**src/hdl/dsa_pkg.sv**
```systemverilog
// ----------------------------------------------------------------------------
// dsa_pkg
// Shared types and constants of the depth shift anaglyph pixel core: request
// and result layouts, configuration indexes, reset values and the command
// and status groups between sequencer and datapath.
// ----------------------------------------------------------------------------
package dsa_pkg;

	// channel and field widths
	localparam int CHAN_W        = 8;
	localparam int DEPTH_W       = 8;
	localparam int GAIN_W        = 9;
	localparam int CURVE_ENTRIES = 256;

	// configuration port
	localparam int CFG_IDX_W  = 2;
	localparam int CFG_DATA_W = 13;
	localparam int ROW_W      = 13;

	localparam logic [CFG_IDX_W-1:0] CFG_MAX_DISPLACE     = 2'd0;
	localparam logic [CFG_IDX_W-1:0] CFG_ROW_WIDTH        = 2'd1;
	localparam logic [CFG_IDX_W-1:0] CFG_SHIFT_MODE       = 2'd2;
	localparam logic [CFG_IDX_W-1:0] CFG_SOURCE_HAS_ALPHA = 2'd3;

	// register reset values
	localparam logic [CHAN_W-1:0] RST_MAX_DISPLACE     = 8'd50;
	localparam logic [ROW_W-1:0]  RST_ROW_WIDTH        = 13'd1024;
	localparam logic              RST_SHIFT_MODE       = 1'b1;
	localparam logic              RST_SOURCE_HAS_ALPHA = 1'b0;

	// request kinds
	localparam logic CMD_CURVE = 1'b0;
	localparam logic CMD_PIXEL = 1'b1;

	// shift modes
	localparam logic MODE_GREEN = 1'b0;
	localparam logic MODE_RED   = 1'b1;

	localparam logic [CHAN_W-1:0] ALPHA_OPAQUE = 8'hff;
	localparam logic [CHAN_W-1:0] DISP_MAX     = 8'd255;

	// default sizes
	localparam int SHIFT_WINDOW_DEF  = 256;
	localparam int MAX_ROW_WIDTH_DEF = 4096;

	typedef struct packed {
		logic              cmd;
		logic [DEPTH_W-1:0] depth;
		logic [GAIN_W-1:0]  curve_gain;
		logic [CHAN_W-1:0]  in_red;
		logic [CHAN_W-1:0]  in_green;
		logic [CHAN_W-1:0]  in_blue;
		logic [CHAN_W-1:0]  in_alpha;
	} src_item_t;

	typedef struct packed {
		logic [CHAN_W-1:0] out_red;
		logic [CHAN_W-1:0] out_green;
		logic [CHAN_W-1:0] out_blue;
		logic [CHAN_W-1:0] out_alpha;
		logic              shifted_filled;
		logic              end_of_row;
	} dst_item_t;

	// sequencer to datapath
	typedef struct packed {
		logic load_in;
		logic curve_we;
		logic mul_en;
		logic div_en;
		logic scale_en;
		logic pend_wr;
		logic pend_rd;
		logic load_out;
	} dp_cmd_t;

	// datapath to sequencer
	typedef struct packed {
		logic src_is_pixel;
	} dp_sts_t;

endpackage

```
**src/hdl/dsa_ctrl.sv**
```systemverilog
// ----------------------------------------------------------------------------
// dsa_ctrl
// Sequencer of the pixel core: takes requests, steps the datapath through
// multiply, divide, curve lookup, scale, store write, store read and emit,
// and owns the result valid flag.
// ----------------------------------------------------------------------------
module dsa_ctrl (
	input  logic             clk,
	input  logic             arst_n,
	input  logic             src_valid,
	output logic             src_stall,
	output logic             dst_valid,
	input  logic             dst_stall,
	input  dsa_pkg::dp_sts_t sts,
	output dsa_pkg::dp_cmd_t cmd
);

	localparam logic [2:0] ST_IDLE  = 3'd0;
	localparam logic [2:0] ST_MUL   = 3'd1;
	localparam logic [2:0] ST_DIV   = 3'd2;
	localparam logic [2:0] ST_SCALE = 3'd3;
	localparam logic [2:0] ST_WRITE = 3'd4;
	localparam logic [2:0] ST_READ  = 3'd5;
	localparam logic [2:0] ST_EMIT  = 3'd6;

	logic [2:0] state_q;
	logic [2:0] state_d;
	logic       dst_valid_q;
	logic       src_accept;
	logic       emit_go;

	assign src_stall  = (state_q != ST_IDLE);
	assign src_accept = src_valid && !src_stall;
	assign emit_go    = (state_q == ST_EMIT) && (!dst_valid_q || !dst_stall);

	// datapath commands
	always_comb begin
		cmd          = '0;
		cmd.load_in  = src_accept && (sts.src_is_pixel == dsa_pkg::CMD_PIXEL);
		cmd.curve_we = src_accept && (sts.src_is_pixel == dsa_pkg::CMD_CURVE);
		cmd.mul_en   = (state_q == ST_MUL);
		cmd.div_en   = (state_q == ST_DIV);
		cmd.scale_en = (state_q == ST_SCALE);
		cmd.pend_wr  = (state_q == ST_WRITE);
		cmd.pend_rd  = (state_q == ST_READ);
		cmd.load_out = emit_go;
	end

	// next state
	always_comb begin
		state_d = state_q;
		case (state_q)
			ST_IDLE: begin
				if (cmd.load_in) begin
					state_d = ST_MUL;
				end
			end
			ST_MUL:   state_d = ST_DIV;
			ST_DIV:   state_d = ST_SCALE;
			ST_SCALE: state_d = ST_WRITE;
			ST_WRITE: state_d = ST_READ;
			ST_READ:  state_d = ST_EMIT;
			ST_EMIT: begin
				if (emit_go) begin
					state_d = ST_IDLE;
				end
			end
			default:  state_d = ST_IDLE;
		endcase
	end

	always_ff @(posedge clk or negedge arst_n) begin
		if (!arst_n) begin
			state_q <= ST_IDLE;
		end else begin
			state_q <= state_d;
		end
	end

	// result valid flag
	always_ff @(posedge clk or negedge arst_n) begin
		if (!arst_n) begin
			dst_valid_q <= 1'b0;
		end else if (emit_go) begin
			dst_valid_q <= 1'b1;
		end else if (!dst_stall) begin
			dst_valid_q <= 1'b0;
		end
	end

	assign dst_valid = dst_valid_q;

endmodule

```
**config.mk**
```make
export PLATFORM = sky130hd
export DESIGN_NAME = dsa_ctrl
export DESIGN_NICKNAME = d
export VERILOG_FILES = /design/src/hdl/dsa_pkg.sv /design/src/hdl/dsa_ctrl.sv
export SDC_FILE = /design/constraint.sdc
export NUM_CORES = 1
export LEC_CHECK = 0
export ABC_CLOCK_PERIOD_IN_PS = 1270
export BUFFER_PORTS_ARGS = -buffer_cell sky130_fd_sc_hd__buf_2
export CAP_MARGIN = 5
export CORE_AREA = 2 2 39 41
export DETAILED_ROUTE_END_ITERATION = 6
export DIE_AREA = 0 0 41 43
export PLACE_DENSITY = 0.51
export SETUP_SLACK_MARGIN = 0.5
export SLEW_MARGIN = 20
export SYNTH_ARGS = -nofsm -noshare
export SYNTH_HDL_FRONTEND = slang
export SYNTH_SLANG_ARGS = --single-unit
```
**constraint.sdc**
```tcl
create_clock -name clk -period 1.27 [get_ports clk]
set_input_delay 0.0635 -clock clk [delete_from_list [all_inputs] [get_ports clk]]
set_output_delay 0.0635 -clock clk [all_outputs]
set_load 0.01 [all_outputs]
```
# Word-level counts from Yosys, hierarchy flattened
# Cells that the tools add are included.
[op_classes] n_eq_ne=9 n_mux=5 n_bitwise=1 reduce_logical=11
[op_table] cell="3-bit one-hot mux with 7 select lines" n=1
[op_table] cell="3-bit == test, second input constant" n=3
[op_table] cell="3-bit by 2-bit == test with 1-bit output, second input constant" n=2
[op_table] cell="3-bit two-way mux" n=2
[op_table] cell="1-bit logical AND" n=4
[op_table] cell="2-bit != test, second input constant" n=2
[op_table] cell="3-bit by 1-bit == test with 1-bit output, second input constant" n=1
[op_table] cell="1-bit zero test" n=3
[op_table] cell="3-bit zero test" n=1
[op_table] cell="3-bit nonzero test" n=1
[op_table] cell="1-bit two-way mux" n=2
[op_table] cell="2-bit by 1-bit != test with 1-bit output, second input constant" n=1
[op_table] cell="2-bit AND reduction" n=1
[op_table] cell="1-bit logical OR" n=1
[op_table] cell="1-bit NOT" n=1
[totals] register_bits=4 input_bits=5 output_inout_bits=10

# Depth between registers and ports, before layout
# Gate-level depths: netlist of the first run.
[depth] word_depth=6 mapped_depth=4 mapped_depth_nobuf=2

# Worst setup path after synthesis of the first run
# No wires, ideal clock.
[synth_path] kind="reg-to-output" start="register state_q[2]" end="output cmd[6] (netlist bit)" arrival_time_ns=1.183 path_slack_ns=0.024 path_stages_with_launch=4 path_cell_list="dfrtp_1 > buf_6 > or4b_4 > nor2_1"
[synth_lines] item="start: declaration" line="dsa_ctrl.sv:26" source="logic [2:0] state_q;"
[synth_lines] item="start signal: assignment" line="dsa_ctrl.sv:76" source="state_q <= state_d;"
[synth_lines] item="end: declaration" line="dsa_ctrl.sv:15" source="output dsa_pkg::dp_cmd_t cmd"

==> results of run 1 <==
## tightest hold or removal path, cell delays in order
cell	delay (ns)
buf_2	0.11
nand2_1	0.07
o21ai_2	0.05
## power breakdown
| part | internal, mW | total [mW] | switching [mW] | leakage (nW) |
|---|---|---|---|---|
| registers | 0.193 | 0.244 | 0.0512 | 0.0499 |
| logic | 0.757 | 1.30 | 0.541 | 0.232 |
| clock network | 0.106 | 0.169 | 0.0627 | 0.0138 |
| total | 1.06 | 1.71 | 0.655 | 0.295 |
## timing repair
action                                  4_1_cts  5_1_grt
resized for setup                            17        9
hold buffers                                  1        0
gates cloned                                  0        0
endpoints found under the hold margin         4        0
pin swaps                                     2        3
setup buffers                                 6        5
endpoints found under the setup margin       14       14
## logic make-up (layout without fill, tap and decap cells)
logic type             after synthesis  in the layout
flip-flops                           4              4
AO/OA/AOI/OAI                        7              7
AND/OR/NAND/NOR                     14             14
buffers and inverters                6             36
## per-layer routing
layer,up-vias,global-route usage,part of all wire
met2,12,0.178,0.58
met1,163,0.111,0.35
li1,170,-,-
met5,-,0,0
met3,2,0.0314,0.055
met4,0,0.0800,0.018
## registers in the layout, summed over array words and instances, names as in the netlist
name / cells
dst_valid: 1
state_q: 3
## through the flow
step                      std cells  power, mW  area, sq um  worst slack [ns]  hold slack [ns]
after floorplan                  31      0.799          332            0.0724           -0.232
after global placement           62      0.969          413            0.0437           -0.127
after detailed placement         62      0.965          413            0.0366           -0.126
after global routing             77       1.83          633            -0.225            0.103
final                            77       1.71          633            -0.181           0.0851
after CTS                        72       1.47          556            -0.182           0.0936
## area by class of cell
type                       instances  area, sq um
fill                             149          751
inverter                           2         11.3
multi-input combinational         21          220
sequential                         4          100
timing repair buffer              31          259
clock buffer                       3         22.5
tap                               16         20.0
## final timing paths
check	start	end	slack, ns
setup / recovery	state_q[2]	cmd[6]	-0.18
hold / removal	dst_stall	dst_valid	0.09
setup reg to reg	state_q[2]	state_q[2]	0.09
hold reg to reg	state_q[0]	state_q[0]	0.59
max in group asynchronous	arst_n	state_q[0]	0.99
min in group asynchronous	arst_n	state_q[2]	0.16
## cell usage in the layout, fill, tap and decap left out
cell type / n
a211oi_1: 1
a31oi_2: 1
dlygate4sd3_1: 1
a21oi_2: 1
nor2b_2: 1
buf_8: 1
or4b_4: 1
o21ai_2: 2
buf_6: 11
dfrtp_1: 4
nand2b_1: 1
or3_4: 1
and3_4: 1
nor3_4: 1
buf_2: 10
clkbuf_4: 3
a211oi_2: 1
nor3b_2: 1
a21boi_2: 1
nor2_4: 2
nand2b_4: 1
clkinvlp_4: 1
inv_1: 1
nor3b_4: 1
nor2_1: 1
nand3b_1: 1
nand2_1: 1
buf_4: 8
==> key figures, run 1 <==
Run status
  • Status: finished with violations
  • Failing checks: negative setup slack

Worst setup path
  • Worst path depth: 3
  • Critical path peak fanout: 3
  • Startpoint Class: register
  • Max incr delay on CP: 0.53 ns
  • CP Class: register to output port
  • Crit-path slowest cell: or4b_4
  • Arrival time at the worst endpoint: 1.39 ns
  • CP Buf/Inv Count: 1
  • R2r worst-path depth: 6
  • Cells along the critical path: or4b_4, nor2_4, buf_6
  • Critical path capture point type: output port
  • Worst path top cell family by delay: simple AND/OR/NAND/NOR gates
  • Required @ worst endpoint: 1.21 ns

Layout
  • Antenna cells: 0
  • Nets: 68
  • Layout cell share with drive strength beyond 1: 0.820
  • Layout area overhead: 138%
  • Final core utilization: 0.458

Yosys
  • Syn Nets: 36
  • Number of synthesized flops with an enable pin: 0
  • YS warnings: 0
  • Synth Area in Adders: 0
  • Avg Inst Size Synth: 8.60 sq um
  • Most frequent cell after synthesis: dfrtp_1
  • Sequential share of the synthesized area: 0.376
  • Distinct cell type count after synthesis: 20
  • Post-Synth XOR/XNOR Area: 0
  • Simple-Gate Fraction of Synth Area: 0.333
  • Main flop type after synthesis: dfrtp_1
  • Async SR Flop Fraction: 1.00
  • Top cell type's share of synthesized area: 0.376
  • Largest cells by area after synthesis: dfrtp_1 (38%), a211oi_1 (5.6%), nor3b_1 (5.6%)
  • Syn Inst Count: 31
  • Yosys reg bits: 4
  • Post-Syn Area: about 270 sq um
  • Main combinational cell family by area after synthesis: simple AND/OR/NAND/NOR gates
  • Post-synthesis mux area share: 0
  • Post-synthesis compound-gate area fraction: 0.164
  • Commonest cells post-synth: dfrtp_1 (4), nor2_1 (3)
  • Yosys top cell by area: dfrtp_1

Drt
  • TritonRoute pass-1 iters: 1
  • Vias per cell: 4.51
  • Total number of vias: 347
  • Final ANT Viol Nets: 0
  • Residual DRC: 0
  • WL/cell: 11.4 um
  • 1st-iter DRT viols: 0
  • Detailed Route WL: 874 um

Timing
  • Final setup TNS: -0.930 ns
  • Final hold vios: 0
  • Clock Skew: 0.00239 ns
  • Final Setup Violations: 7
  • Period utilisation layout: 1.14
  • Highest clock rate: ~690 MHz
  • Setup WS post-layout: -0.181 ns
  • Max-slew headroom: 0.817
  • RSZ-0062 raised after global routing: true
  • Fin crit period: between 1 and 1.5 ns
  • Max-slew violations: 0
  • Worst slew pin tran: 0.273 ns

Pwr
  • VDD IR-drop max: 902 uV
  • PD cells: 2700 nW/um^2
  • P_leak: 0.295 nW

Global routing
  • Number of global-route vias before repair: 329
  • Pin count of the biggest net entering global routing: 11
  • First-pass GRT wire length: 1260 um
  • GRT Total Usage: 0.110
  • Initial antenna violation count: 0
  • Grt ovf: 0

Clock tree
  • Reg clk slew, reported paths: 0.04 ns
  • CTS tree: yes
  • H-Tree Depth: 1
  • Latest clock arrival within the worst-skew pair: 0.24 ns
  • Clk sinks: 4
  • TritonCTS Buffers: 3
  • Max Root-Sink Buffers: 2
  • CTS Root Cell: clkbuf_4

Die
  • IO Count: 15
  • Starting Density: 0.193
  • CORE AREA: 1380 sq um
  • Row count: 14
  • Die width: 41 um
  • Die area: 1760 sq um
  • Die Span Y: 43 um

Min path
  • Min-Delay Path Depth: 3
  • Hold Crit Class: input pin to register

Place
  • Final GP Congestion: 0.669
  • Count of port buffers added during placement: 14
  • Dpl hpwl: 489 um

Flow run
  • Max_cap viols: 0
Note: power is estimated with default switching activity, not from simulation.
==> run 2, diff against run 1 <==
--- a/config.mk
+++ b/config.mk
@@ -12,6 +12,7 @@
 export DETAILED_ROUTE_END_ITERATION = 6
 export DIE_AREA = 0 0 41 43
 export PLACE_DENSITY = 0.51
+export RECOVER_POWER = 50
 export SETUP_SLACK_MARGIN = 0.5
 export SLEW_MARGIN = 20
 export SYNTH_ARGS = -nofsm -noshare
==> key figures, run 2 (synthesized netlist as in run 1, its figures left out) <==
Run status
  • Status: finished with violations
  • Failing checks: negative setup slack

Global routing
  • Initial antenna violation count: 0
  • GRT met1 Usage: 0.111
  • Number of global-route vias before repair: 329
  • Met3 usage: 0.0314
  • Pin count of the biggest net entering global routing: 11
  • First-pass GRT wire length: between 1000 and 1500 um
  • Routing usage on met2: 0.178
  • Grt ovf: 0
  • GRT Total Usage: 0.110
  • Busiest grt layer: met2

Clock tree
  • H-Tree Depth: 1
  • Reg clk slew, reported paths: 0.04 ns
  • CTS Root Cell: clkbuf_4
  • Latest clock arrival within the worst-skew pair: 0.24 ns
  • CTS tree: yes
  • Max Root-Sink Buffers: 2
  • TritonCTS Buffers: 3
  • Clk sinks: 4

Layout
  • Layout area overhead: 137%
  • Most common cell after layout, fill and taps aside: buf_6
  • Max reg flops: 3
  • Antenna cells: 0
  • Layout cell share with drive strength beyond 1: 0.803
  • Most frequent cells in the layout: buf_6 (11), buf_2 (9), buf_4 (8)
  • Nets: 68
  • Register bank with the most flops: state_q
  • # fillers: approximately 150
  • Finished Layout Cells: 77

Timing
  • Fin crit period: 1.45 ns
  • Period utilisation layout: 1.14
  • Final hold vios: 0
  • Setup WS post-layout: -0.182 ns
  • Highest clock rate: slightly below 700 MHz
  • Max-slew violations: 0
  • Clock Skew: roughly 0.0033 ns
  • Worst slew pin tran: 0.277 ns
  • Final Setup Violations: 7
  • Max-slew headroom: 0.814
  • RSZ-0062 raised after global routing: true

Drt
  • Final ANT Viol Nets: 0
  • Total number of vias: 350
  • Detailed Route WL: 879 um
  • 1st-iter DRT viols: 1
  • WL/cell: about 11 um
  • Residual DRC: 0
  • TritonRoute pass-1 iters: 2
  • Vias per cell: approximately 4.5

Die
  • Row count: 14
  • Die Span Y: 43 um
  • Die width: 41 um
  • Die area: 1760 sq um
  • IO Count: 15
  • Starting Density: 0.193
  • CORE AREA: 1380 sq um

Worst setup path
  • Critical path peak fanout: 3
  • Startpoint Class: register
  • Required @ worst endpoint: 1.21 ns
  • Critical path capture point type: output port
  • CP Class: register to output port
  • Arrival time at the worst endpoint: about 1.4 ns

Place
  • Dpl hpwl: 489 um
  • Final GP Congestion: 0.669
  • Count of port buffers added during placement: 14
  • Dpl cells: 62

Pwr
  • P_leak: 0.293 nW
  • VDD IR-drop max: between 900 and 1000 uV
  • Overall power: 1.71 mW
  • PD cells: ~2700 nW/um^2

Min path
  • Hold Crit Class: input pin to register

Flow run
  • Max_cap viols: 0
-- run 2: cell types whose count changed in the layout (fill, tap and decap cells not counted) --
cell and change:
clkbuf_1 +1, buf_2 -1
-- run 2: stage by stage --
| step | TNS, ns | worst slack, ns | hold slack, ns | utilization | cell area (sq um) |
|---|---|---|---|---|---|
| after floorplan | 0 | 0.0724 | -0.232 | - | 332 |
| after global placement | 0 | 0.0437 | -0.127 | 0.298 | 413 |
| after detailed placement | 0 | 0.0366 | -0.126 | 0.298 | 413 |
| after CTS | -0.874 | -0.182 | 0.0936 | 0.401 | 556 |
| after global routing | -1.35 | -0.225 | 0.103 | 0.457 | 632 |
| final | -0.944 | -0.182 | 0.0852 | 0.457 | 632 |
-- run 2: critical path, cell delays in order, from the launching register on --
cell and delay, ns:
dfrtp_1 0.41, or4b_4 0.53, nor2_4 0.10, buf_6 0.10
-- run 2: report_power, final --
group | switching, mW | internal [mW] | total, mW
clock network | 0.0635 | 0.107 | 0.170
registers | 0.0513 | 0.193 | 0.244
logic | 0.541 | 0.756 | 1.30
-- run 2: cell type report --
cell class                      count  area [sq um]  area share
Timing Repair Buffer               31           258       0.408
Clock buffer                        3          22.5      0.0356
Inverter                            2          11.3      0.0178
Sequential cell                     4           100       0.158
Tap cell                           16          20.0      0.0317
Multi-Input combinational cell     21           220       0.349
-- run 2: timing repair --
item / 4_1_cts / 5_1_grt
hold buffers: 1 / 0
resized for setup: 17 / 9
endpoints found under the setup margin: 14 / 14
buffers inserted: 6 / 5
pin swaps: 2 / 3
hold endpoints to repair: 4 / 0
-- run 2: per-layer routing --
layer,share of wire,vias up
li1,-,169
met1,0.35,167
met2,0.58,12
met3,0.053,2
met4,0.018,0
met5,0,-
-- run 2: final timing paths --
kind,from,end,slack (ns),cells past startpoint
max,state_q[2],cmd[6],-0.18,3
min,dst_stall,dst_valid,0.09,3
max in group asynchronous,arst_n,state_q[0],0.90,2
max reg2reg,state_q[2],state_q[2],0.09,6
min reg2reg,state_q[0],state_q[0],0.59,2
min in group asynchronous,arst_n,state_q[2],0.19,2
==> run 3, diff against run 2 <==
--- a/config.mk
+++ b/config.mk
@@ -13,6 +13,7 @@
 export DIE_AREA = 0 0 41 43
 export PLACE_DENSITY = 0.51
 export RECOVER_POWER = 50
+export REMOVE_ABC_BUFFERS = 1
 export SETUP_SLACK_MARGIN = 0.5
 export SLEW_MARGIN = 20
 export SYNTH_ARGS = -nofsm -noshare
==> key figures, run 3 (synthesized netlist as in run 1, its figures left out) <==
Run status
  • Status: finished with violations
  • Failing checks: negative setup slack

Drt
  • Detailed Route WL: roughly 700 um
  • 1st-iter DRT viols: 5
  • Vias per cell: 4.36
  • Final ANT Viol Nets: 0
  • Total number of vias: 301
  • WL/cell: 9.99 um
  • TritonRoute pass-1 iters: 4
  • Residual DRC: 0

Clock tree
  • TritonCTS Buffers: 3
  • CTS Root Cell: clkbuf_4
  • Clk sinks: 4
  • CTS tree: yes
  • Latest clock arrival within the worst-skew pair: 0.23 ns
  • Reg clk slew, reported paths: 0.04 ns
  • H-Tree Depth: 1
  • Max Root-Sink Buffers: 2

Timing
  • Setup WS post-layout: -0.173 ns
  • Fin crit period: 1.44 ns
  • Highest clock rate: 693 MHz
  • Final Setup Violations: 4
  • Worst slew pin tran: just under 0.2 ns
  • Clock Skew: 0.00328 ns
  • Final hold vios: 0
  • Period utilisation layout: 1.14
  • Worst hold slack: 0.0948 ns
  • RSZ-0062 raised after global routing: true
  • Max-slew headroom: 0.867
  • Max-slew violations: 0
  • Final setup TNS: -0.421 ns

Flow run
  • Max_cap viols: 0

Global routing
  • Pin count of the biggest net entering global routing: 11
  • Initial antenna violation count: 0
  • Grt ovf: 0
  • First-pass GRT wire length: 979 um
  • GRT Total Usage: 0.0929
  • Number of global-route vias before repair: 236

Worst setup path
  • Max incr delay on CP: 0.53 ns
  • Critical path peak fanout: 3
  • Startpoint Class: register
  • Required @ worst endpoint: ~1.2 ns
  • Critical path capture point type: output port
  • CP Class: register to output port
  • Arrival time at the worst endpoint: 1.38 ns
  • Cells along the critical path: or4b_4, nor2_1, buf_2
  • Crit-path slowest cell: or4b_4

Place
  • Count of port buffers added during placement: 14
  • Dpl hpwl: 458 um
  • Pre-CTS setup slack: 0.0780 ns
  • Final GP Congestion: 0.671

Layout
  • Most frequent cells in the layout: buf_2 (10), buf_6 (6), dfrtp_1 (4), buf_4 (4), clkbuf_4 (3)
  • Nets: 60
  • Antenna cells: 0
  • Layout cell share with drive strength beyond 1: 0.660
  • Max reg flops: 3
  • Layout area overhead: 86.9%
  • Register bank with the most flops: state_q
  • Most common cell after layout, fill and taps aside: buf_2

Pwr
  • Logic pwr share: 0.693
  • Int Power: between 700 and 800 uW
  • PD cells: ~2600 nW/um^2
  • Clk pwr share: 0.119
  • Sequential Power Share: 0.188
  • P_leak: 0.238 nW
  • Psw: 512 uW
  • Overall power: 1.31 mW
  • VDD IR-drop max: 1180 uV
  • Switching share of power: 0.391

Die
  • Die area: around 1800 sq um
  • CORE AREA: 1380 sq um
  • Die Span Y: 43 um
  • Starting Density: 0.193
  • Die width: 41 um
  • IO Count: 15
  • Row count: 14

Min path
  • Hold Crit Class: input pin to register
[run 3: area by class of cell]
cell class / count / area (sq um)
flip-flops and latches: 4 / 100
fillers: 142 / 886
repair buffers: 23 / 165
well taps: 16 / 20.0
multi-input cells: 21 / 178
inverters: 2 / 12.5
clock buffers: 3 / 22.5
[run 3: per-stage QoR]
step                cell area, sq um   util  std cells
CTS                              417  0.301         65
global placement                 360  0.260         61
finish                           498  0.360         69
global route                     498  0.360         69
floorplan                        240      -         27
detailed placement               360  0.260         61
[run 3: path summary, 6_finish.rpt]
check / from / end / slack [ns] / cells after the start
max: state_q[1] / cmd[6] / -0.17 / 3
min: dst_stall / dst_valid / 0.09 / 3
max reg2reg: state_q[2] / state_q[0] / 0.25 / 4
min reg2reg: dst_valid / state_q[1] / 0.60 / 2
max in group asynchronous: arst_n / state_q[2] / 0.90 / 2
min in group asynchronous: arst_n / state_q[0] / 0.19 / 2
[run 3: worst max-delay path, delay by kind of cell, from the launching register on]
family	cells	cell delay [ns]
DFF	1	0.39
and+or+nand+nor	2	0.63
buffers and inverters	1	0.13
[run 3: routing by layer]
layer  wire, um  global-route usage  up-vias
met2        333               0.106       12
met5          0                   0        -
li1           -                   -      151
met3         48              0.0471        2
met4         22               0.120        0
met1        285               0.102      136
[run 3: timing repair]
| item | in CTS | in global routing |
|---|---|---|
| buffers inserted | 0 | 4 |
| endpoints found under the setup margin | 14 | 14 |
| hold buffers | 1 | 0 |
| pin swaps | 0 | 3 |
| resized for setup | 9 | 13 |
| hold endpoints to repair | 4 | 0 |
[run 3: power groups by stage]
stage | clock network, mW | logic [mW] | registers, mW
floorplan | 0 | 0.255 | 0.302
global placement | 0 | 0.585 | 0.238
detailed placement | 0 | 0.580 | 0.239
CTS | 0.164 | 0.662 | 0.244
global route | 0.180 | 0.978 | 0.256
finish | 0.155 | 0.907 | 0.246
